<file path="config.mk">
export PLATFORM = sky130hd
export DESIGN_NAME = feature_point_bounding_box_core_flat
export DESIGN_NICKNAME = d
export VERILOG_FILES = /design/src/rtl/fpbb_pkg.sv /design/src/rtl/fpbb_if.sv /design/src/rtl/feature_point_bounding_box_core.sv /design/src/flat_wrapper.sv
export SDC_FILE = /design/constraint.sdc
export NUM_CORES = 1
export LEC_CHECK = 0
export BUFFER_PORTS_ARGS = -buffer_cell sky130_fd_sc_hd__buf_2
export CORE_ASPECT_RATIO = 0.8
export CORE_UTILIZATION = 45
export CTS_BUF_LIST = sky130_fd_sc_hd__clkbuf_4 sky130_fd_sc_hd__clkbuf_8
export DETAILED_ROUTE_END_ITERATION = 7
export PLACE_DENSITY_LB_ADDON = 0.15
export SYNTH_ARGS = -nofsm -noshare
export SYNTH_HDL_FRONTEND = slang
export SYNTH_SLANG_ARGS = --single-unit
export TNS_END_PERCENT = 30
</file>
<file path="constraint.sdc">
create_clock -name clk -period 10.6 [get_ports clk]
set_input_delay 1.06 -clock clk [delete_from_list [all_inputs] [get_ports clk]]
set_output_delay 1.06 -clock clk [all_outputs]
set_load 0.005 [all_outputs]
</file>
<file path="src/rtl/fpbb_pkg.sv">
// ----------------------------------------------------------------------------
// Feature point bounding box package
// Field widths, configuration register indexes and the per-frame extreme
// tracking record shared by the block, its channel interfaces and its checker.
// ----------------------------------------------------------------------------
`default_nettype none

package fpbb_pkg;

  // Input item fields, full resolution.
  localparam int PX_W = 10;
  localparam int PY_W = 9;

  // Grid coordinates after halving, and result fields.
  localparam int COL_W = 9;
  localparam int ROW_W = 8;

  // Consecutive empty frame counter.
  localparam int MISS_W = 3;

  // Configuration port.
  localparam int CFG_IDX_W  = 2;
  localparam int CFG_DATA_W = 9;

  localparam logic [CFG_IDX_W-1:0] CFG_TRIM_OUTER_COLUMNS = 2'd0;
  localparam logic [CFG_IDX_W-1:0] CFG_FALLBACK_X         = 2'd1;
  localparam logic [CFG_IDX_W-1:0] CFG_FALLBACK_Y         = 2'd2;

  // Running extremes of one frame. Each value carries its own valid bit.
  typedef struct packed {
    logic             any_point;
    logic             row_high_v;
    logic [ROW_W-1:0] row_high;
    logic             row_low_v;
    logic [ROW_W-1:0] row_low;
    logic             col_low_first_v;
    logic [COL_W-1:0] col_low_first;
    logic             col_low_second_v;
    logic [COL_W-1:0] col_low_second;
    logic             col_high_first_v;
    logic [COL_W-1:0] col_high_first;
    logic             col_high_second_v;
    logic [COL_W-1:0] col_high_second;
  } extremes_t;

endpackage

`default_nettype wire

</file>
<file path="src/rtl/fpbb_if.sv">
// ----------------------------------------------------------------------------
// Feature point bounding box channels
// Valid/ready channels for incoming feature points and outgoing boxes.
// ----------------------------------------------------------------------------
`default_nettype none

interface fpbb_point_if;
  import fpbb_pkg::*;

  logic            valid;
  logic            ready;
  logic [PX_W-1:0] point_x;
  logic [PY_W-1:0] point_y;
  logic            point_valid;
  logic            frame_last;

  modport source (output valid, output point_x, output point_y, output point_valid,
                  output frame_last, input ready);
  modport sink   (input valid, input point_x, input point_y, input point_valid,
                  input frame_last, output ready);
endinterface

interface fpbb_box_if;
  import fpbb_pkg::*;

  logic             valid;
  logic             ready;
  logic [ROW_W-1:0] box_top;
  logic [ROW_W-1:0] box_bottom;
  logic [COL_W-1:0] box_left;
  logic [COL_W-1:0] box_right;
  logic             draw_enable;
  logic             points_found;

  modport source (output valid, output box_top, output box_bottom, output box_left,
                  output box_right, output draw_enable, output points_found,
                  input ready);
  modport sink   (input valid, input box_top, input box_bottom, input box_left,
                  input box_right, input draw_enable, input points_found,
                  output ready);
endinterface

`default_nettype wire

</file>
<file path="src/rtl/feature_point_bounding_box_core.sv">
// ----------------------------------------------------------------------------
// Feature point bounding box core
// Tracks the extremes of a frame's feature points and emits one margin-grown,
// clamped box per frame, with a draw enable from a count of empty frames.
// ----------------------------------------------------------------------------
// The block takes one point item per clock and keeps doing so while a box
// waits at the output. An item passes an input register and then a single
// compare-and-select step that updates the running extremes; the item that
// closes a frame also computes the box and loads the output register, so a
// box appears once its last item has left the input register. The only stall is
// a frame end that meets a full output register whose box is not yet taken.
// There is no clearing pass after reset; configuration writes take effect on
// the next frame end.
`default_nettype none

module feature_point_bounding_box_core #(
  parameter int GRID_W      = 320,
  parameter int GRID_H      = 240,
  parameter int EDGE_MARGIN = 10,
  parameter int MISS_LIMIT  = 4
) (
  input  logic                           clk,
  input  logic                           rst,
  input  logic                           cfg_we,
  input  logic [fpbb_pkg::CFG_IDX_W-1:0] cfg_index,
  input  logic [fpbb_pkg::CFG_DATA_W-1:0] cfg_data,
  fpbb_point_if.sink                     points,
  fpbb_box_if.source                     boxes
);
  import fpbb_pkg::*;

  localparam int M = EDGE_MARGIN;

  // Scan windows.
  localparam int TOP_LO   = M + 1;
  localparam int TOP_HI   = GRID_H - M;
  localparam int BOT_LO   = M;
  localparam int BOT_HI   = GRID_H - M - 1;
  localparam int LEFT_LO  = M;
  localparam int LEFT_HI  = GRID_W - M - 1;
  localparam int RIGHT_LO = M + 1;
  localparam int RIGHT_HI = GRID_W - M;

  // Values a side takes when nothing landed in its window.
  localparam int TOP_DEF   = (TOP_LO <= TOP_HI) ? TOP_LO : 0;
  localparam int BOT_DEF   = (BOT_LO <= BOT_HI) ? BOT_HI : 0;
  localparam int LEFT_DEF  = (LEFT_LO <= LEFT_HI) ? LEFT_HI : 0;
  localparam int RIGHT_DEF = (RIGHT_LO <= RIGHT_HI) ? RIGHT_LO : 0;

  // Signed width that holds every grid or fallback value plus two margins.
  localparam int GMAX = (GRID_W > GRID_H) ? ((GRID_W > 512) ? GRID_W : 512)
                                          : ((GRID_H > 512) ? GRID_H : 512);
  localparam int VW   = $clog2(GMAX + 2 * M + 1) + 1;

  localparam logic [MISS_W-1:0] MISS_MAX = MISS_W'(MISS_LIMIT);

  typedef logic signed [VW-1:0] val_t;

  // Configuration registers.
  logic             trim_outer_columns;
  logic [COL_W-1:0] fallback_x;
  logic [ROW_W-1:0] fallback_y;

  // Input register, coordinates already halved.
  logic             ir_valid;
  logic [COL_W-1:0] ir_col;
  logic [ROW_W-1:0] ir_row;
  logic             ir_point;
  logic             ir_last;

  extremes_t         ext;
  extremes_t         ext_next;
  logic [MISS_W-1:0] miss_count;
  logic [MISS_W-1:0] miss_count_next;

  // Output register.
  logic             ov;
  logic [ROW_W-1:0] o_top;
  logic [ROW_W-1:0] o_bottom;
  logic [COL_W-1:0] o_left;
  logic [COL_W-1:0] o_right;
  logic             o_draw;
  logic             o_found;

  logic out_free;
  logic ir_go;
  logic in_take;

  val_t pre_top, pre_bot, pre_left, pre_right;
  val_t top_sum, bot_dif, left_dif, right_sum;
  val_t top_fin, bot_fin, left_fin, right_fin;

  assign out_free      = !ov || boxes.ready;
  assign ir_go         = ir_valid && (!ir_last || out_free);
  assign points.ready  = !rst && (!ir_valid || ir_go);
  assign in_take       = points.valid && points.ready;

  always_ff @(posedge clk) begin
    if (rst) begin
      trim_outer_columns <= 1'b0;
      fallback_x         <= '0;
      fallback_y         <= '0;
    end else if (cfg_we) begin
      unique case (cfg_index)
        CFG_TRIM_OUTER_COLUMNS: trim_outer_columns <= cfg_data[0];
        CFG_FALLBACK_X:         fallback_x         <= cfg_data[COL_W-1:0];
        CFG_FALLBACK_Y:         fallback_y         <= cfg_data[ROW_W-1:0];
        default: ;
      endcase
    end
  end

  always_ff @(posedge clk) begin
    if (rst) begin
      ir_valid <= 1'b0;
    end else if (in_take) begin
      ir_valid <= 1'b1;
    end else if (ir_go) begin
      ir_valid <= 1'b0;
    end
  end

  always_ff @(posedge clk) begin
    if (in_take) begin
      ir_col   <= points.point_x[PX_W-1:1];
      ir_row   <= points.point_y[PY_W-1:1];
      ir_point <= points.point_valid;
      ir_last  <= points.frame_last;
    end
  end

  // Fold the current point into the running extremes.
  always_comb begin
    ext_next = ext;
    if (ir_point) begin
      ext_next.any_point = 1'b1;
      if (int'(ir_col) < GRID_W) begin
        if (int'(ir_row) >= TOP_LO && int'(ir_row) <= TOP_HI &&
            (!ext.row_high_v || ir_row > ext.row_high)) begin
          ext_next.row_high   = ir_row;
          ext_next.row_high_v = 1'b1;
        end
        if (int'(ir_row) >= BOT_LO && int'(ir_row) <= BOT_HI &&
            (!ext.row_low_v || ir_row < ext.row_low)) begin
          ext_next.row_low   = ir_row;
          ext_next.row_low_v = 1'b1;
        end
      end
      if (int'(ir_row) < GRID_H) begin
        if (int'(ir_col) >= LEFT_LO && int'(ir_col) <= LEFT_HI) begin
          if (!ext.col_low_first_v || ir_col < ext.col_low_first) begin
            // The old first column moves down to second place.
            ext_next.col_low_second   = ext.col_low_first;
            ext_next.col_low_second_v = ext.col_low_first_v;
            ext_next.col_low_first    = ir_col;
            ext_next.col_low_first_v  = 1'b1;
          end else if (ir_col != ext.col_low_first &&
                       (!ext.col_low_second_v || ir_col < ext.col_low_second)) begin
            ext_next.col_low_second   = ir_col;
            ext_next.col_low_second_v = 1'b1;
          end
        end
        if (int'(ir_col) >= RIGHT_LO && int'(ir_col) <= RIGHT_HI) begin
          if (!ext.col_high_first_v || ir_col > ext.col_high_first) begin
            ext_next.col_high_second   = ext.col_high_first;
            ext_next.col_high_second_v = ext.col_high_first_v;
            ext_next.col_high_first    = ir_col;
            ext_next.col_high_first_v  = 1'b1;
          end else if (ir_col != ext.col_high_first &&
                       (!ext.col_high_second_v || ir_col > ext.col_high_second)) begin
            ext_next.col_high_second   = ir_col;
            ext_next.col_high_second_v = 1'b1;
          end
        end
      end
    end
  end

  // Raw box sides, before margin and clamp.
  always_comb begin
    if (ext_next.any_point) begin
      pre_top = ext_next.row_high_v ? val_t'(ext_next.row_high) : val_t'(TOP_DEF);
      pre_bot = ext_next.row_low_v ? val_t'(ext_next.row_low) : val_t'(BOT_DEF);
      if (trim_outer_columns) begin
        pre_left  = ext_next.col_low_second_v ? val_t'(ext_next.col_low_second)
                                              : val_t'(LEFT_DEF);
        pre_right = ext_next.col_high_second_v ? val_t'(ext_next.col_high_second)
                                               : val_t'(RIGHT_DEF);
      end else begin
        pre_left  = ext_next.col_low_first_v ? val_t'(ext_next.col_low_first)
                                             : val_t'(LEFT_DEF);
        pre_right = ext_next.col_high_first_v ? val_t'(ext_next.col_high_first)
                                              : val_t'(RIGHT_DEF);
      end
    end else begin
      pre_top   = val_t'(fallback_y) + val_t'(M);
      pre_bot   = val_t'(fallback_y) - val_t'(M);
      pre_left  = val_t'(fallback_x) - val_t'(M);
      pre_right = val_t'(fallback_x) + val_t'(M);
    end
  end

  always_comb begin
    top_sum   = pre_top + val_t'(M);
    bot_dif   = pre_bot - val_t'(M);
    left_dif  = pre_left - val_t'(M);
    right_sum = pre_right + val_t'(M);
    top_fin   = (top_sum > val_t'(GRID_H - 1)) ? val_t'(GRID_H - 1) : top_sum;
    bot_fin   = (bot_dif < val_t'(0)) ? val_t'(0) : bot_dif;
    left_fin  = (left_dif < val_t'(0)) ? val_t'(0) : left_dif;
    right_fin = (right_sum > val_t'(GRID_W - 1)) ? val_t'(GRID_W - 1) : right_sum;
  end

  always_comb begin
    if (ext_next.any_point) begin
      miss_count_next = '0;
    end else if (miss_count < MISS_MAX) begin
      miss_count_next = miss_count + MISS_W'(1);
    end else begin
      miss_count_next = miss_count;
    end
  end

  always_ff @(posedge clk) begin
    if (rst) begin
      ext        <= '0;
      miss_count <= '0;
    end else if (ir_go) begin
      if (ir_last) begin
        ext        <= '0;
        miss_count <= miss_count_next;
      end else begin
        ext <= ext_next;
      end
    end
  end

  always_ff @(posedge clk) begin
    if (rst) begin
      ov <= 1'b0;
    end else if (ir_go && ir_last) begin
      ov <= 1'b1;
    end else if (boxes.ready) begin
      ov <= 1'b0;
    end
  end

  always_ff @(posedge clk) begin
    if (ir_go && ir_last) begin
      o_top    <= top_fin[ROW_W-1:0];
      o_bottom <= bot_fin[ROW_W-1:0];
      o_left   <= left_fin[COL_W-1:0];
      o_right  <= right_fin[COL_W-1:0];
      o_draw   <= (miss_count_next < MISS_MAX);
      o_found  <= ext_next.any_point;
    end
  end

  assign boxes.valid        = ov;
  assign boxes.box_top      = o_top;
  assign boxes.box_bottom   = o_bottom;
  assign boxes.box_left     = o_left;
  assign boxes.box_right    = o_right;
  assign boxes.draw_enable  = o_draw;
  assign boxes.points_found = o_found;

endmodule

`default_nettype wire

</file>
<file path="src/flat_wrapper.sv">
// flat-port wrapper written by rule: the top's interface ports become plain ports
module feature_point_bounding_box_core_flat import fpbb_pkg::*;
#(
  parameter int GRID_W      = 320,
  parameter int GRID_H      = 240,
  parameter int EDGE_MARGIN = 10,
  parameter int MISS_LIMIT  = 4
)
  (clk, rst, cfg_we, cfg_index, cfg_data, points_valid, points_point_x, points_point_y, points_point_valid, points_frame_last, points_ready, boxes_valid, boxes_box_top, boxes_box_bottom, boxes_box_left, boxes_box_right, boxes_draw_enable, boxes_points_found, boxes_ready);
  fpbb_point_if points_i ();
  fpbb_box_if boxes_i ();
  input  logic clk;
  input  logic rst;
  input  logic cfg_we;
  input  logic [fpbb_pkg::CFG_IDX_W-1:0] cfg_index;
  input  logic [fpbb_pkg::CFG_DATA_W-1:0] cfg_data;
  input wire logic [$bits(points_i.valid)-1:0] points_valid;
  input wire logic [$bits(points_i.point_x)-1:0] points_point_x;
  input wire logic [$bits(points_i.point_y)-1:0] points_point_y;
  input wire logic [$bits(points_i.point_valid)-1:0] points_point_valid;
  input wire logic [$bits(points_i.frame_last)-1:0] points_frame_last;
  output wire logic [$bits(points_i.ready)-1:0] points_ready;
  output wire logic [$bits(boxes_i.valid)-1:0] boxes_valid;
  output wire logic [$bits(boxes_i.box_top)-1:0] boxes_box_top;
  output wire logic [$bits(boxes_i.box_bottom)-1:0] boxes_box_bottom;
  output wire logic [$bits(boxes_i.box_left)-1:0] boxes_box_left;
  output wire logic [$bits(boxes_i.box_right)-1:0] boxes_box_right;
  output wire logic [$bits(boxes_i.draw_enable)-1:0] boxes_draw_enable;
  output wire logic [$bits(boxes_i.points_found)-1:0] boxes_points_found;
  input wire logic [$bits(boxes_i.ready)-1:0] boxes_ready;
  assign points_i.valid = points_valid;
  assign points_i.point_x = points_point_x;
  assign points_i.point_y = points_point_y;
  assign points_i.point_valid = points_point_valid;
  assign points_i.frame_last = points_frame_last;
  assign points_ready = points_i.ready;
  assign boxes_valid = boxes_i.valid;
  assign boxes_box_top = boxes_i.box_top;
  assign boxes_box_bottom = boxes_i.box_bottom;
  assign boxes_box_left = boxes_i.box_left;
  assign boxes_box_right = boxes_i.box_right;
  assign boxes_draw_enable = boxes_i.draw_enable;
  assign boxes_points_found = boxes_i.points_found;
  assign boxes_i.ready = boxes_ready;
  feature_point_bounding_box_core #(.GRID_W(GRID_W), .GRID_H(GRID_H), .EDGE_MARGIN(EDGE_MARGIN), .MISS_LIMIT(MISS_LIMIT)) u_core (.clk(clk), .rst(rst), .cfg_we(cfg_we), .cfg_index(cfg_index), .cfg_data(cfg_data), .points(points_i), .boxes(boxes_i));
endmodule
</file>
==> results of run 1 <==
==> worst reg2reg max path, stage by stage, from the launching register on <==
cell and delay, ns:
edfxtp_1 0.69, or2_0 0.35, o311a_1 0.35, or3_1 0.53, nor3_4 0.81, a22oi_1 0.35
o21ai_0 0.36, inv_1 0.11, ha_1 0.24, inv_1 0.10, nand2b_1 0.15, a41o_1 0.31
inv_1 0.15, o221ai_1 0.14
==> flip-flops by register name, indices dropped and copies added, names as in the netlist <==
register,cells
u_core.boxes.valid,1
u_core.boxes.box_bottom,8
u_core.ext,59
u_core.ir_valid,1
u_core.boxes.box_top,8
u_core.trim_outer_columns,1
u_core.fallback_y,8
u_core.boxes.draw_enable,1
u_core.miss_count,3
u_core.ir_col,9
u_core.boxes.box_right,9
u_core.ir_row,8
u_core.boxes.points_found,1
u_core.fallback_x,9
u_core.boxes.box_left,9
u_core.ir_last,1
u_core.ir_point,1
==> layer usage <==
layer,up-vias,routed length [um],GRT usage
met5,-,0,0
met4,0,282,0.0599
met3,29,2500,0.0654
met2,355,9170,0.321
met1,3742,13000,0.391
li1,3982,-,-
==> metrics by stage <==
step                setup WS, ns  cell area (um2)
finish                      5.68             9900
global route                5.39             9900
CTS                         5.76             9900
detailed placement          5.78             9500
global placement            5.81             9500
floorplan                   6.81             8980
==> logic make-up (layout without fill, tap and decap cells) <==
logic type | after synthesis | count (layout) | synth area share
xor gates and xnor gates | 32 | 32 | 0.0321
muxes | 37 | 37 | 0.0417
adders and majority gates | 61 | 61 | 0.0850
AOI/OAI and AO/OA | 309 | 309 | 0.238
buffers and inverters | 133 | 194 | 0.0587
and+or+nand+nor | 346 | 346 | 0.177
DFF | 137 | 137 | 0.367
==> worst paths after layout <==
| path | from | to | slack, ns | cells after the start |
|---|---|---|---|---|
| worst min register to register | u_core.ext[58] | u_core.ext[58] | 0.49 | 2 |
| worst max-delay path | u_core.ir_col[7] | u_core.boxes.box_right[5] | 5.68 | 13 |
| worst min-delay path | u_core.ext[58] | u_core.ext[58] | 0.49 | 2 |
| worst max register to register | u_core.ir_col[7] | u_core.boxes.box_right[5] | 5.68 | 13 |
==> layout by cell type, fill, tap and decap left out, types with 9 or more instances in the layout <==
master,Yosys,layout
buf_2,4,72
mux2i_1,34,34
inv_1,82,82
nor3_1,28,28
xor2_1,12,12
nand2b_1,9,9
a22oi_1,49,49
edfxtp_1,55,55
nor2_1,148,147
o21ai_0,42,42
ha_1,61,61
dfxtp_1,82,82
and2_1,13,13
o211ai_1,17,17
o22ai_1,10,10
xnor2_1,19,19
nand2_1,74,74
a211oi_1,11,11
nand3_1,15,15
a31oi_1,14,14
a21o_1,14,14
nand4_1,14,14
a21oi_1,65,65
clkbuf_8,0,17
==> power by group <==
part / total [mW] / switching [mW] / internal [mW]
Sequential: 0.589 / 0.0222 / 0.566
Combinational: 0.185 / 0.114 / 0.0708
Clock: 0.450 / 0.235 / 0.215
==> area by class of cell <==
type / instances / area (um2)
repair buffers: 79 / 413
inverters: 83 / 312
multi-input cells: 785 / 5160
flip-flops and latches: 137 / 3290
fillers: 1911 / 9360
well taps: 258 / 323
clock buffers: 17 / 234
clock inverters: 15 / 165
==> summary.txt, run 1 <==
STA
  – Hold Fails Final Rpt: 0
  – Min Hold Slack: 0.495 ns
  – F_max: 0.203 GHz
  – Worst-margin pin slew: 0.916 ns
  – # setup viols final: 0
  – RSZ-0062 raised after global routing: false
  – Setup TNS: 0 ns
  – Part of the cycle the worst path needs: 0.464
  – Worst Clk Skew: 0.0138 ns
  – Fin. max-slew vios: 0
  – Minimum clock period: a little under 5 ns
  – Slew HR: 0.389

Routing
  – Drt total wl: 25000 um
  – Wirelength per Cell: ~18 um
  – Vias per cell: just under 6
  – Post-DRT Antenna Nets: 0
  – Remaining DRCs: 0
  – Via Count: 8108
  – First-pass detailed-route iteration total: 5
  – 1st-iter DRT viols: 742

Final layout
  – Post-layout util: 0.514
  – Synthesis-to-layout area growth: 10.3%
  – Nets@finish: between 1000 and 1500
  – # diodes: 0
  – Finished Layout Cells: 1374
  – Layout cells sized above 1: 0.114

Yosys
  – Post-synth EDFFs: 55
  – Synthesis-stage register bit count: 137
  – Asr flop ratio synth: 0
  – Main synth FF type: dfxtp_1
  – Synth top cells by count: nor2_1 (148), dfxtp_1 (82), inv_1 (82)
  – Syn Area/Cell: 8.51 um2
  – Cells after synthesis: 1055
  – Seq/Total Area, Yosys: 0.367
  – Yosys warnings: 0
  – Library cells used by synthesis: between 70 and 80
  – Post-synth top area share: 0.184
  – Dominant cell by count in the synthesized netlist: nor2_1
  – Synth Cell Area: 8980 um2
  – Syn_nets: 1153
  – Synth area leader: edfxtp_1
  – Synth top area cells: edfxtp_1 (18%), dfxtp_1 (18%), ha_1 (8.5%)

Clock network
  – CTS tree: done
  – CTS Buf Count: 17
  – Latest clock arrival within the worst-skew pair: around 0.46 ns
  – Clock sinks: 137
  – Setup bufs post-CTS: 0
  – H-tree Lvls: 4
  – Post-CTS Hold Buffers: 0
  – CTS clock-pin slew for the worst setup and hold paths: 0.09 ns
  – Clock Tree Buf Depth: 2
  – Root Buffer: clkbuf_8
  – Post-CTS sizing: 0

Worst setup path
  – Cell mode on critical path: inv_1
  – CP Launch Type: flip-flop
  – Crit-path max FO: 21
  – Worst-path cell chain: or2_0, o311a_1, or3_1, nor3_4, a22oi_1, o21ai_0, inv_1, ha_1, inv_1, nand2b_1, a41o_1, inv_1, o221ai_1
  – Cell at the slowest stage of the critical path: nor3_4
  – CP delay by family, top: simple AND/OR/NAND/NOR gates
  – Worst path max stage delay: roughly 0.81 ns
  – Critical path endpoint category: flip-flop
  – WP buf/inv: 3
  – WS Path Type: flip-flop to flip-flop
  – CP required: 10.79 ns
  – CP arrival: 5.11 ns

Floorplanning
  – IO Count: 75
  – Core ar.: a little under 20000 um2
  – Die height: about 130 um
  – Die Wd: 160 um
  – Die ar.: between 20000 and 25000 um2
  – Row count: 45
  – Initial Util: 0.466

Worst hold path
  – Worst hold path type: flip-flop to flip-flop

GRT
  – Antenna violations before repair: 0
  – Largest net degree at the start of global routing: 80
  – Vias in the first global route: 7148
  – First-pass GRT wire length: 39500 um
  – Grt ovf: 0
  – Total Routing Usage GR: 0.247

Place
  – Placed insts: 1342
  – Routability cong.: 0.901
  – Hpwl dp: around 18000 um
  – Port buffer count: 72

Pwr
  – Leak pwr: approximately 3.8 nW
  – Power per cell area: 124 nW/um2
  – Max IR drop VDD: 0.0000720 V
  – Overall Power: 1.22 mW

Run
  – MaxCap Viol Count: 0

Outcome
  – Status: finished clean
Note: power is estimated with default switching activity, not from simulation.
==> inputs of run 2 (changes only) <==
clock period = 4.6 ns   (was 10.6 ns; I/O delays follow)
==> run 2 against run 1 <==
  * Combinational power rose to 2.5 times the previous value
  * Largest cell class unchanged
  * Sequential power rose by 130%
  * Worst hold slack got worse by 0.33 ns
==> summary.txt, run 2 (synthesized netlist as in run 1, its figures left out) <==
Outcome
  – Status: finished clean

Final layout
  – Synthesis-to-layout area growth: 13.2%
  – Fillcell total: about 1900
  – # diodes: 0
  – Flip-flop count of the largest register after layout: 59
  – Most frequent cells in the layout: nor2_1 (147), inv_1 (82), dfxtp_1 (82), nand2_1 (74), buf_2 (72)
  – Largest reg by FF count: u_core.ext
  – Layout cells sized above 1: 0.141
  – Commonest non-fill, non-tap cell in the layout: nor2_1
  – Final instance area: a little over 10000 um2
  – Sequential cell area: 3290 um2
  – Nets@finish: 1231
  – Area occupied by multi-input gates: 5170 um2

Worst setup path
  – Critical path endpoint category: flip-flop
  – Cell mode on critical path: buf_4
  – Worst-path cell chain: buf_4, nand2_1, o21bai_1, a221oi_2, nand3_1, buf_4, mux2i_1, a221o_1, ha_1, a31oi_1, o21ai_0, a211o_1, a21oi_1
  – CP arrival: roughly 4.6 ns
  – Worst-case reg-to-reg path depth: 13
  – Worst Setup EP: u_core.boxes.box_left[5]
  – CP Launch Type: flip-flop
  – Critical Path Source: u_core.ir_col[5]
  – Worst path max stage delay: 0.67 ns
  – Crit-path max FO: 9
  – WP buf/inv: 2
  – R2R Setup Slk: 0.29 ns
  – R2r endpoint: u_core.boxes.box_left[5]
  – Cell at the slowest stage of the critical path: a221oi_2
  – CP required: 4.88 ns
  – WS Path Type: flip-flop to flip-flop
  – CP Depth: 13
  – Reg-to-Reg Start: u_core.ir_col[5]
  – CP delay by family, top: compound AO/OA/AOI/OAI gates

STA
  – Fin. max-slew vios: 0
  – Minimum clock period: 4.31 ns
  – Worst Clk Skew: between 0.015 and 0.02 ns
  – Part of the cycle the worst path needs: 0.936
  – Worst-margin pin slew: 0.900 ns
  – Slew HR: 0.400
  – RSZ-0062 raised after global routing: false
  – # setup viols final: 0
  – F_max: 0.232 GHz
  – Setup TNS: 0 ns
  – Hold Fails Final Rpt: 0

Clock network
  – Clock sinks: 137
  – Post-CTS Hold Buffers: 0
  – CTS clock-pin slew for the worst setup and hold paths: 0.08 ns
  – H-tree Lvls: 4
  – Latest clock arrival within the worst-skew pair: 0.47 ns
  – Clock Tree Buf Depth: 2
  – CTS tree: done
  – CTS Buf Count: 17
  – Root Buffer: clkbuf_8

GRT
  – Grt ovf: 0
  – Largest net degree at the start of global routing: 79
  – First-pass GRT wire length: 40000 um
  – Antenna violations before repair: 0
  – Total Routing Usage GR: 0.253
  – Vias in the first global route: approximately 7100

Pwr
  – Power per cell area: about 280 nW/um2
  – Max IR drop VDD: around 0.00014 V
  – Leak pwr: 3.99 nW
  – Overall Power: 2.88 mW

Routing
  – Post-DRT Antenna Nets: 0
  – 1st-iter DRT viols: 779
  – Vias per cell: 5.80
  – First-pass detailed-route iteration total: 6
  – Remaining DRCs: 0
  – Wirelength per Cell: 18.2 um
  – Via Count: about 8100
  – Drt total wl: ~26000 um

Place
  – Hpwl dp: 18800 um
  – Cell area after placement: 9720 um2
  – Routability cong.: ~0.94
  – Port buffer count: 72

Floorplanning
  – Die Wd: 160 um
  – Row count: 45
  – Core ar.: 19300 um2
  – Die ar.: 20500 um2
  – IO Count: 75
  – Initial Util: 0.466
  – Die height: 128 um

Run
  – MaxCap Viol Count: 0

Worst hold path
  – Worst hold path type: primary input to flip-flop
## run 2: cell count changes in the layout (fill, tap and decap cells not counted), sizes merged
cell / before / now
clkbuf: 17 / 19
clkinvlp: 1 / 3
buf: 79 / 109
clkinv: 6 / 5
bufinv: 2 / 3
inv: 89 / 85
## run 2: cell type report
cell class,count,area share
clock buffer,19,0.0245
sequential,137,0.324
timing repair buffer,109,0.0628
inverter,83,0.0307
tap,258,0.0318
multi-input combinational,785,0.509
clock inverter,13,0.0167
## run 2: metal layers
metal | vias to the layer above | track usage | share of wire
li1 | 4020 | - | -
met1 | 3725 | 0.394 | 0.52
met2 | 368 | 0.332 | 0.37
met3 | 25 | 0.0686 | 0.092
met4 | 2 | 0.0639 | 0.013
met5 | - | 0.0205 | 0.0021
## run 2: repair_timing
| action | CTS | global route |
|---|---|---|
| setup endpoints to repair | 0 | 17 |
| gates resized for setup | 0 | 3 |
| buffers inserted | 0 | 0 |
## run 2: power breakdown
| part | leakage [nW] | switching [mW] | internal, mW |
|---|---|---|---|
| registers | 1.17 | 0.0384 | 1.31 |
| logic | 2.61 | 0.284 | 0.179 |
| clock network | 0.204 | 0.520 | 0.554 |
## run 2: stage by stage
step                      utilization  instances  setup slack (ns)  hold slack [ns]
final                           0.528       1404             0.294            0.160
after global routing            0.528       1404           0.00799            0.139
after detailed placement        0.505       1372             0.260            0.485
after global placement          0.505       1372             0.281            0.468
after floorplan                     -       1055             0.815            0.437
after CTS                       0.527       1404             0.195            0.137
## run 2: worst min-delay path by stage
stage / start / endpoint / slack (ns) / cells after the start
after floorplan: u_core.ext[58] / u_core.ext[58] / 0.44 / 2
after global placement: u_core.ext[58] / u_core.ext[58] / 0.47 / 2
after detailed placement: u_core.ext[55] / u_core.ext[55] / 0.49 / 2
after CTS: points_point_y[3] / u_core.ir_row[2] / 0.14 / 1
after global routing: points_point_x[9] / u_core.ir_col[8] / 0.14 / 1
final: points_point_x[9] / u_core.ir_col[8] / 0.16 / 1
